### src/sv/assert_macros.svh
// Assertion helper macros shared by the RTL files
`ifndef ASSERT_MACROS_SVH
`define ASSERT_MACROS_SVH

// Expression must hold at every clock edge outside reset
`define ASSERT_ALWAYS(label, clk, rst, expr) \
  label: assert property (@(posedge clk) disable iff (rst) (expr)) \
    else $error("assertion failed");

// Antecedent implies consequent in the same cycle
`define ASSERT_IMPL(label, clk, rst, ante, cons) \
  label: assert property (@(posedge clk) disable iff (rst) (ante) |-> (cons)) \
    else $error("assertion failed");

// Antecedent implies consequent in the next cycle
`define ASSERT_NEXT(label, clk, rst, ante, cons) \
  label: assert property (@(posedge clk) disable iff (rst) (ante) |=> (cons)) \
    else $error("assertion failed");

`endif

### src/sv/rhss_pkg.sv
// ----------------------------------------------------------------------------
// rhss_pkg
// Shared types and constants for the ROM header score and select block.
// ----------------------------------------------------------------------------
package rhss_pkg;

  // Header position codes
  localparam logic [1:0] CAND_LOW  = 2'd0;
  localparam logic [1:0] CAND_HIGH = 2'd1;
  localparam logic [1:0] CAND_EXT  = 2'd2;
  localparam logic [1:0] CAND_NONE = 2'd3;

  localparam int unsigned SIZE_W  = 24;
  localparam int unsigned SCORE_W = 5;

  // Header base addresses and the header span that must fit in the image
  localparam logic [SIZE_W-1:0] POS_LOW     = 24'h007fb0;
  localparam logic [SIZE_W-1:0] POS_HIGH    = 24'h00ffb0;
  localparam logic [SIZE_W-1:0] POS_EXT     = 24'h40ffb0;
  localparam logic [SIZE_W-1:0] HEADER_SPAN = 24'h000050;

  // Minimum stripped size for any header to exist
  localparam logic [SIZE_W-1:0] MIN_IMAGE   = 24'h008000;
  // Copier header length, detected as the image size modulo 0x8000
  localparam logic [14:0]       COPIER_LEN  = 15'd512;

  // One candidate's header fields
  typedef struct packed {
    logic [1:0]  candidate;
    logic [7:0]  map_mode;
    logic [15:0] checksum_complement;
    logic [15:0] checksum_word;
    logic [15:0] reset_vector;
    logic [7:0]  first_opcode;
  } item_t;

endpackage

### src/sv/rhss_item_if.sv
// ----------------------------------------------------------------------------
// rhss_item_if
// Candidate header request channel: valid/ready plus the header fields.
// ----------------------------------------------------------------------------
interface rhss_item_if;
  logic        valid;
  logic        ready;
  logic [1:0]  candidate;
  logic [7:0]  map_mode;
  logic [15:0] checksum_complement;
  logic [15:0] checksum_word;
  logic [15:0] reset_vector;
  logic [7:0]  first_opcode;

  modport source (
    output valid, candidate, map_mode, checksum_complement, checksum_word,
           reset_vector, first_opcode,
    input  ready
  );
  modport sink (
    input  valid, candidate, map_mode, checksum_complement, checksum_word,
           reset_vector, first_opcode,
    output ready
  );
endinterface

### src/sv/rhss_result_if.sv
// ----------------------------------------------------------------------------
// rhss_result_if
// Score result channel: valid/ready plus score and selection status.
// ----------------------------------------------------------------------------
interface rhss_result_if;
  logic       valid;
  logic       ready;
  logic [4:0] candidate_score;
  logic       decision_valid;
  logic       header_found;
  logic [1:0] chosen_header;

  modport source (
    output valid, candidate_score, decision_valid, header_found, chosen_header,
    input  ready
  );
  modport sink (
    input  valid, candidate_score, decision_valid, header_found, chosen_header,
    output ready
  );
endinterface

### src/sv/rhss_cfg_if.sv
// ----------------------------------------------------------------------------
// rhss_cfg_if
// Configuration write channel for the image size register.
// ----------------------------------------------------------------------------
interface rhss_cfg_if;
  logic        valid;
  logic        ready;
  logic [23:0] image_size;

  modport source (output valid, image_size, input ready);
  modport sink   (input valid, image_size, output ready);
endinterface

### src/sv/rhss_score.sv
// ----------------------------------------------------------------------------
// rhss_score
// Combinational plausibility score for one candidate header position.
// ----------------------------------------------------------------------------
module rhss_score (
  input  rhss_pkg::item_t                   item,
  input  logic [rhss_pkg::SIZE_W-1:0]       stripped_size,
  output logic [rhss_pkg::SCORE_W-1:0]      score
);

  // Opcode class weight of the first instruction
  function automatic logic signed [5:0] opcode_weight(input logic [7:0] op);
    logic signed [5:0] w;
    begin
      unique case (op)
        8'h78, 8'h18, 8'h38, 8'h9c, 8'h4c, 8'h5c: w = 6'sd8;
        8'hc2, 8'he2, 8'had, 8'hae, 8'hac, 8'haf,
        8'ha9, 8'ha2, 8'ha0, 8'h20, 8'h22:       w = 6'sd4;
        8'h40, 8'h60, 8'h6b, 8'hcd, 8'hec, 8'hcc: w = -6'sd4;
        8'h00, 8'h02, 8'hdb, 8'h42, 8'hff:       w = -6'sd8;
        default:                                 w = 6'sd0;
      endcase
      opcode_weight = w;
    end
  endfunction

  logic [rhss_pkg::SIZE_W-1:0] limit;
  logic                        fits;
  logic [16:0]                 chk_sum;
  logic [7:0]                  map_masked;
  logic                        map_match;
  logic signed [5:0]           raw;
  logic [4:0]                  clamped;

  always_comb begin
    // Image must hold the whole header at this position
    unique case (item.candidate)
      rhss_pkg::CAND_LOW:  limit = rhss_pkg::POS_LOW  + rhss_pkg::HEADER_SPAN;
      rhss_pkg::CAND_HIGH: limit = rhss_pkg::POS_HIGH + rhss_pkg::HEADER_SPAN;
      rhss_pkg::CAND_EXT:  limit = rhss_pkg::POS_EXT  + rhss_pkg::HEADER_SPAN;
      default:             limit = '1;
    endcase
    fits = (stripped_size >= limit) && (item.candidate != rhss_pkg::CAND_NONE);

    // Checksum and complement must add to 0xffff with no wrap
    chk_sum = {1'b0, item.checksum_word} + {1'b0, item.checksum_complement};

    // Map mode, FastROM bit ignored
    map_masked = item.map_mode & 8'hef;
    map_match  = ((item.candidate == rhss_pkg::CAND_LOW)  && (map_masked == 8'h20)) ||
                 ((item.candidate == rhss_pkg::CAND_HIGH) && (map_masked == 8'h21));

    raw = opcode_weight(item.first_opcode)
        + ((chk_sum == 17'h0ffff) ? 6'sd4 : 6'sd0)
        + (map_match ? 6'sd2 : 6'sd0);

    // Clamp at zero
    clamped = raw[5] ? 5'd0 : raw[4:0];

    // Reset vector must point into ROM space
    if (!fits || !item.reset_vector[15]) begin
      score = '0;
    end else if ((item.candidate == rhss_pkg::CAND_EXT) && (clamped != 5'd0)) begin
      score = clamped + 5'd4;
    end else begin
      score = clamped;
    end
  end

endmodule

### src/sv/rom_header_score_select_top.sv
// ----------------------------------------------------------------------------
// rom_header_score_select_top
// Scores low, high and extended header candidates and keeps the best one.
// ----------------------------------------------------------------------------
// Feed the three candidates of one image in the order low, high, extended;
// each request returns one result two register stages later, and a new request
// is taken every cycle while results keep draining. The low candidate restarts
// the selection; the result of the extended candidate carries decision_valid
// and the final chosen_header, with ties going to the earlier candidate. Write
// image_size only while no request is in flight; a 512-byte copier header is
// recognised from the size and stripped before all size checks.
`include "assert_macros.svh"

module rom_header_score_select_top (
  input  logic               clk,
  input  logic               rst,
  rhss_item_if.sink          item,
  rhss_result_if.source      result,
  rhss_cfg_if.sink           cfg
);

  logic [rhss_pkg::SIZE_W-1:0]  image_size;
  logic [rhss_pkg::SIZE_W-1:0]  stripped_size;
  logic                         header_found;

  logic                         s1_valid;
  rhss_pkg::item_t              s1;
  logic                         adv;

  logic [rhss_pkg::SCORE_W-1:0] score;
  logic [rhss_pkg::SCORE_W-1:0] best_score;
  logic [rhss_pkg::SCORE_W-1:0] best_score_next;
  logic [1:0]                   best_position;
  logic [1:0]                   best_position_next;

  logic                         out_valid;
  logic [rhss_pkg::SCORE_W-1:0] out_score;
  logic                         out_decision;
  logic                         out_found;
  logic [1:0]                   out_chosen;

  // Configuration register
  assign cfg.ready = 1'b1;

  always_ff @(posedge clk) begin
    if (rst) begin
      image_size <= '0;
    end else if (cfg.valid) begin
      image_size <= cfg.image_size;
    end
  end

  // Copier header strip
  always_comb begin
    if (image_size[14:0] == rhss_pkg::COPIER_LEN) begin
      stripped_size = image_size - rhss_pkg::SIZE_W'(rhss_pkg::COPIER_LEN);
    end else begin
      stripped_size = image_size;
    end
  end
  assign header_found = (stripped_size >= rhss_pkg::MIN_IMAGE);

  // Pipeline flow control
  assign adv        = !out_valid || result.ready;
  assign item.ready = !s1_valid || adv;

  // Input register
  always_ff @(posedge clk) begin
    if (rst) begin
      s1_valid <= 1'b0;
    end else if (item.ready) begin
      s1_valid <= item.valid;
    end
  end

  always_ff @(posedge clk) begin
    if (item.ready && item.valid) begin
      s1.candidate           <= item.candidate;
      s1.map_mode            <= item.map_mode;
      s1.checksum_complement <= item.checksum_complement;
      s1.checksum_word       <= item.checksum_word;
      s1.reset_vector        <= item.reset_vector;
      s1.first_opcode        <= item.first_opcode;
    end
  end

  // Candidate scoring
  rhss_score u_score (
    .item          (s1),
    .stripped_size (stripped_size),
    .score         (score)
  );

  // Running best: low restarts, later candidates need a strictly higher score
  always_comb begin
    priority if (s1.candidate == rhss_pkg::CAND_LOW) begin
      best_score_next    = score;
      best_position_next = rhss_pkg::CAND_LOW;
    end else if ((s1.candidate != rhss_pkg::CAND_NONE) && (score > best_score)) begin
      best_score_next    = score;
      best_position_next = s1.candidate;
    end else begin
      best_score_next    = best_score;
      best_position_next = best_position;
    end
  end

  always_ff @(posedge clk) begin
    if (rst) begin
      best_score    <= '0;
      best_position <= rhss_pkg::CAND_LOW;
    end else if (s1_valid && adv) begin
      best_score    <= best_score_next;
      best_position <= best_position_next;
    end
  end

  // Result register
  always_ff @(posedge clk) begin
    if (rst) begin
      out_valid <= 1'b0;
    end else if (adv) begin
      out_valid <= s1_valid;
    end
  end

  always_ff @(posedge clk) begin
    if (s1_valid && adv) begin
      out_score    <= score;
      out_decision <= (s1.candidate == rhss_pkg::CAND_EXT);
      out_found    <= header_found;
      out_chosen   <= best_position_next;
    end
  end

  assign result.valid           = out_valid;
  assign result.candidate_score = out_score;
  assign result.decision_valid  = out_decision;
  assign result.header_found    = out_found;
  assign result.chosen_header   = out_chosen;

  // Checks
  `ASSERT_IMPL(a_no_header_zero_score, clk, rst, out_valid && !out_found, out_score == '0)
  `ASSERT_ALWAYS(a_best_pos_legal, clk, rst, best_position != rhss_pkg::CAND_NONE)
  `ASSERT_NEXT(a_low_restarts, clk, rst, s1_valid && adv && (s1.candidate == rhss_pkg::CAND_LOW), best_position == rhss_pkg::CAND_LOW)
  `ASSERT_IMPL(a_score_range, clk, rst, out_valid, out_score <= 5'd18)

endmodule

### src/flat_wrapper.sv
// flat-port wrapper written by rule: the top's interface ports become plain ports
module rom_header_score_select_top_flat 
  (clk, rst, item_valid, item_candidate, item_map_mode, item_checksum_complement, item_checksum_word, item_reset_vector, item_first_opcode, item_ready, result_valid, result_candidate_score, result_decision_valid, result_header_found, result_chosen_header, result_ready, cfg_valid, cfg_image_size, cfg_ready);
  rhss_item_if item_i ();
  rhss_result_if result_i ();
  rhss_cfg_if cfg_i ();
  input  logic clk;
  input  logic rst;
  input wire logic [$bits(item_i.valid)-1:0] item_valid;
  input wire logic [$bits(item_i.candidate)-1:0] item_candidate;
  input wire logic [$bits(item_i.map_mode)-1:0] item_map_mode;
  input wire logic [$bits(item_i.checksum_complement)-1:0] item_checksum_complement;
  input wire logic [$bits(item_i.checksum_word)-1:0] item_checksum_word;
  input wire logic [$bits(item_i.reset_vector)-1:0] item_reset_vector;
  input wire logic [$bits(item_i.first_opcode)-1:0] item_first_opcode;
  output wire logic [$bits(item_i.ready)-1:0] item_ready;
  output wire logic [$bits(result_i.valid)-1:0] result_valid;
  output wire logic [$bits(result_i.candidate_score)-1:0] result_candidate_score;
  output wire logic [$bits(result_i.decision_valid)-1:0] result_decision_valid;
  output wire logic [$bits(result_i.header_found)-1:0] result_header_found;
  output wire logic [$bits(result_i.chosen_header)-1:0] result_chosen_header;
  input wire logic [$bits(result_i.ready)-1:0] result_ready;
  input wire logic [$bits(cfg_i.valid)-1:0] cfg_valid;
  input wire logic [$bits(cfg_i.image_size)-1:0] cfg_image_size;
  output wire logic [$bits(cfg_i.ready)-1:0] cfg_ready;
  assign item_i.valid = item_valid;
  assign item_i.candidate = item_candidate;
  assign item_i.map_mode = item_map_mode;
  assign item_i.checksum_complement = item_checksum_complement;
  assign item_i.checksum_word = item_checksum_word;
  assign item_i.reset_vector = item_reset_vector;
  assign item_i.first_opcode = item_first_opcode;
  assign item_ready = item_i.ready;
  assign result_valid = result_i.valid;
  assign result_candidate_score = result_i.candidate_score;
  assign result_decision_valid = result_i.decision_valid;
  assign result_header_found = result_i.header_found;
  assign result_chosen_header = result_i.chosen_header;
  assign result_i.ready = result_ready;
  assign cfg_i.valid = cfg_valid;
  assign cfg_i.image_size = cfg_image_size;
  assign cfg_ready = cfg_i.ready;
  rom_header_score_select_top u_core (.clk(clk), .rst(rst), .item(item_i), .result(result_i), .cfg(cfg_i));
endmodule
### config.mk
export PLATFORM = sky130hd
export DESIGN_NAME = rom_header_score_select_top_flat
export DESIGN_NICKNAME = d
export VERILOG_FILES = /design/src/sv/rhss_pkg.sv /design/src/sv/rhss_item_if.sv /design/src/sv/rhss_result_if.sv /design/src/sv/rhss_cfg_if.sv /design/src/sv/rhss_score.sv /design/src/sv/rom_header_score_select_top.sv /design/src/flat_wrapper.sv
export VERILOG_INCLUDE_DIRS = /design/src /design/src/sv
export SDC_FILE = /design/constraint.sdc
export NUM_CORES = 1
export LEC_CHECK = 0
export BUFFER_PORTS_ARGS = -buffer_cell sky130_fd_sc_hd__buf_2
export CORE_MARGIN = 3
export CORE_UTILIZATION = 35
export CTS_CLUSTER_SIZE = 25
export DETAILED_ROUTE_END_ITERATION = 8
export GPL_ROUTABILITY_DRIVEN = 0
export SLEW_MARGIN = 10
export SYNTH_ARGS = -nofsm -noshare
export SYNTH_HDL_FRONTEND = slang
export SYNTH_SLANG_ARGS = --single-unit
### constraint.sdc
create_clock -name clk -period 5.6 [get_ports clk]
set_input_delay 0.56 -clock clk [delete_from_list [all_inputs] [get_ports clk]]
set_output_delay 0.56 -clock clk [all_outputs]
set_load 0.02 [all_outputs]
==> impl_metrics.yaml <==
route:
  drt_iter0_markers: 178
  ant_nets: 0
  routedWlPerCell_um: 15.15
  viasPerCell: 5.118
  dr.pass1.iters: 4
  num_vias: 3808
  drc_errors: 0
  totalWireLength_um: 11280
final_layout:
  nFillCells: 1341
  antennaDiodeCount: 0
  area.sequential_um2: 2382
  layout-drive-gt1-share_pct: 26.60
  multiInputGateArea_um2: 2638
  syn_to_final_growth_pct: 20.74
  design_area_um2: 6156
  nets: 708
critical_path:
  slowest_stage: "fa_1"
  crit_arrival_ns: 5.59
  crit_required_ns: 5.87
  path_buf_inv: 1
  critPathTopFamily: "simple AND/OR/NAND/NOR gates"
  crit_path_end_kind: "flop"
  path_class: "flop to flop"
  slowest_delay_ns: 0.42
  crit_path_start_kind: "flop"
  critical_path.max_fanout: 3
global_routing:
  grt_pass1_wl_um: 18500
  antenna_found_initial: 0
  grt_max_degree: 51
  first_global_vias: 3813
  grt.overflow.total: 0
  grt_use_total_pct: 14.31
die:
  chipWidth_um: 126.7
  die_area_um2: 16050
  coreArea_um2: 14040
  ioPinCount: 107
  start_util_pct: 36.31
  row_count: 43
  die_height_um: 126.7
cts:
  ctsHoldBuffers: 0
  cts_sinks: 90
  cts_tree: "done"
  clockRootBuffer: "clkbuf_16"
  clk_pin_slew_ns: 0.06
  cts_made_buffers: 9
  cts_buffer_depth: 2
  cts.htree.levels: 3
  clock_latency_ns: 0.34
sta:
  period_needed_ns: 5.319
  fmax_mhz: 188.0
  tightest_slew_ns: 1.173
  setup_viol: 0
  fin_crit_sh_pct: 94.98
  fin_ws_ns: 0.2813
  holdWs_ns: 0.3897
  clock_skew_ns: 0.006091
  slew_violations: 0
  hold_violations: 0
  maxSlewHeadroom_pct: 21.80
  rsz0062_at_grt: "false"
min_path:
  min_path_type: "primary input to flop"
placed_design:
  post-dp-hpwl_um: 8431
  place_ws_ns: -0.1752
  portBuffers: 88
  place_area_um2: 5731
logic_synthesis:
  synth-seq-cells: 90
  post_synth_xor_area_fraction_pct: 2.233
  synth_area_um2: 5099
  synth_top_family_by_area: "simple AND/OR/NAND/NOR gates"
  synth-edff-count: 58
  synthCells: 467
  synthArstFlopShare_pct: 0
  ys_types: 73
  synth_fa_ha_area_share_pct: 13.40
  synthFlopType: "edfxtp_1"
  yosysWarnings: 0
  syn_nets: 616
  ys_seq_area_share_pct: 46.72
  synth-simple-area-share_pct: 14.60
  synth_compound_area_share_pct: 13.62
  synth_mux_area_share_pct: 5.718
  syn_avg_cell_area_um2: 10.92
power:
  power.leakage_uw: 0.002578
  cellPowerDensity_nw_per_um2: 261.3
  max-vdd-ir-drop_v: 0.0001615
  total_power_uw: 1608
job:
  maxCapViolCount: 0
status:
  status: "complete, no violations"
-- registers in the layout (all words and copies together) (netlist names) --
name                           count
u_core.best_score                  4
u_core.result.valid                1
u_core.result.header_found         1
u_core.result.candidate_score      4
u_core.result.decision_valid       1
u_core.s1_valid                    1
u_core.result.chosen_header        2
u_core.image_size                 24
u_core.best_position               2
u_core.s1                         50
-- cells in the mapped netlist (2+ instances only) --
| cell | n | area, µm² |
|---|---|---|
| and4_1 | 2 | 17.52 |
| o211ai_1 | 3 | 22.52 |
| inv_1 | 29 | 108.9 |
| a221oi_1 | 3 | 26.28 |
| a211oi_1 | 5 | 37.54 |
| ha_1 | 53 | 663.1 |
| conb_1 | 2 | 7.510 |
| nand4_1 | 11 | 68.82 |
| o21ai_0 | 21 | 105.1 |
| nand3_1 | 4 | 20.02 |
| nor2b_1 | 6 | 37.54 |
| nor2_1 | 45 | 168.9 |
| buf_4 | 3 | 22.52 |
| nor4_1 | 9 | 56.30 |
| o22ai_1 | 2 | 12.51 |
| clkbuf_1 | 9 | 33.78 |
| o21a_1 | 2 | 15.01 |
| buf_1 | 3 | 11.26 |
| nand3b_1 | 2 | 15.01 |
| mux2i_1 | 28 | 280.3 |
| or3_1 | 4 | 25.02 |
| dfxtp_1 | 32 | 640.6 |
| nor3_1 | 7 | 35.03 |
| o2bb2ai_1 | 2 | 17.52 |
| xor2_1 | 6 | 52.55 |
| a2111oi_0 | 2 | 17.52 |
| o21ai_1 | 2 | 10.01 |
| a21oi_1 | 27 | 135.1 |
| and2_1 | 3 | 18.77 |
| xnor2_1 | 7 | 61.31 |
| nand2b_1 | 7 | 43.79 |
| nand2_1 | 25 | 93.84 |
| a21o_1 | 4 | 30.03 |
| edfxtp_1 | 58 | 1742 |
-- worst register-to-register path: stages, from the launching register on --
cell,delay (ns)
edfxtp_1,0.38
ha_2,0.22
inv_2,0.06
fa_1,0.42
nor4b_2,0.29
nand4_1,0.15
nor4_2,0.30
nand4_1,0.12
nand4b_1,0.24
a2111oi_4,0.32
ha_2,0.28
ha_4,0.21
o21ai_2,0.07
ha_2,0.22
nand4_1,0.12
nand3_2,0.16
xnor2_2,0.16
nor2_2,0.08
ha_1,0.31
a21o_1,0.16
a21o_1,0.16
a21oi_2,0.17
nor2_4,0.07
mux2i_1,0.13
or3_1,0.32
a21oi_1,0.14
-- metal layers --
metal | global-route usage (%) | vias to the layer above | share of wire (%)
met5 | 0 | - | 0
met4 | 4.984 | 0 | 1.6
met3 | 4.168 | 13 | 5.7
met2 | 23.35 | 98 | 47
met1 | 18.16 | 1777 | 45
li1 | - | 1920 | -
-- power breakdown --
part | switching [µW] | leakage, µW | internal [µW] | total, µW
sequential | 24.6 | 0.000822 | 746 | 770
combinational | 139 | 0.00161 | 110 | 249
clock | 242 | 0.000150 | 346 | 589
total | 406 | 0.00258 | 1200 | 1610
-- cells by family (layout without fill, tap and decap cells) --
| kind of cell | Yosys count | in the layout |
|---|---|---|
| adder cells (fa/ha/maj) | 54 | 54 |
| XOR/XNOR | 13 | 13 |
| AO/OA/AOI/OAI | 95 | 95 |
| flip-flops | 90 | 90 |
| multiplexers | 29 | 29 |
| buffers and inverters | 45 | 142 |
| other | 2 | 2 |
| AND/OR/NAND/NOR | 139 | 139 |
-- worst paths after layout --
check,to,slack (ns),startpoint,depth (start not counted)
worst max-delay path,u_core.best_position[0],0.28,u_core.s1[40],25
worst min-delay path,u_core.s1[28],0.39,item_checksum_word[4],1
worst max register to register,u_core.best_position[0],0.28,u_core.s1[40],25
worst min register to register,u_core.best_position[0],0.45,u_core.best_position[0],2
-- cell usage in the layout (no fill, tap or decap), types with 9 or more instances in the layout --
cell / n
a21oi_1: 26
buf_2: 88
clkbuf_16: 9
dfxtp_1: 32
edfxtp_1: 58
ha_1: 49
inv_1: 28
mux2i_1: 28
nand2_1: 25
nand4_1: 11
nor2_1: 43
o21ai_0: 18
-- stage by stage --
stage / utilization, % / setup TNS (ns) / instances
after CTS: 43.18 / 0 / 741
after detailed placement: 40.81 / -0.5677 / 724
final: 43.84 / 0 / 744
after floorplan: - / 0 / 467
after global placement: 40.81 / 0 / 724
after global routing: 43.84 / 0 / 744
-- area by class of cell --
type | count | area share, %
clock inverters | 1 | 0.1016
multi-input cells | 332 | 42.85
flip-flops and latches | 90 | 38.70
inverters | 29 | 1.768
clock buffers | 15 | 4.614
repair buffers | 97 | 8.313
well taps | 180 | 3.659
-- repair_timing --
action / CTS / global route
pin swaps: 1 / 23
gates resized for setup: 8 / 17
setup endpoints to repair: 5 / 8
buffers inserted: 1 / 3
(Power assumes the default switching activity.)
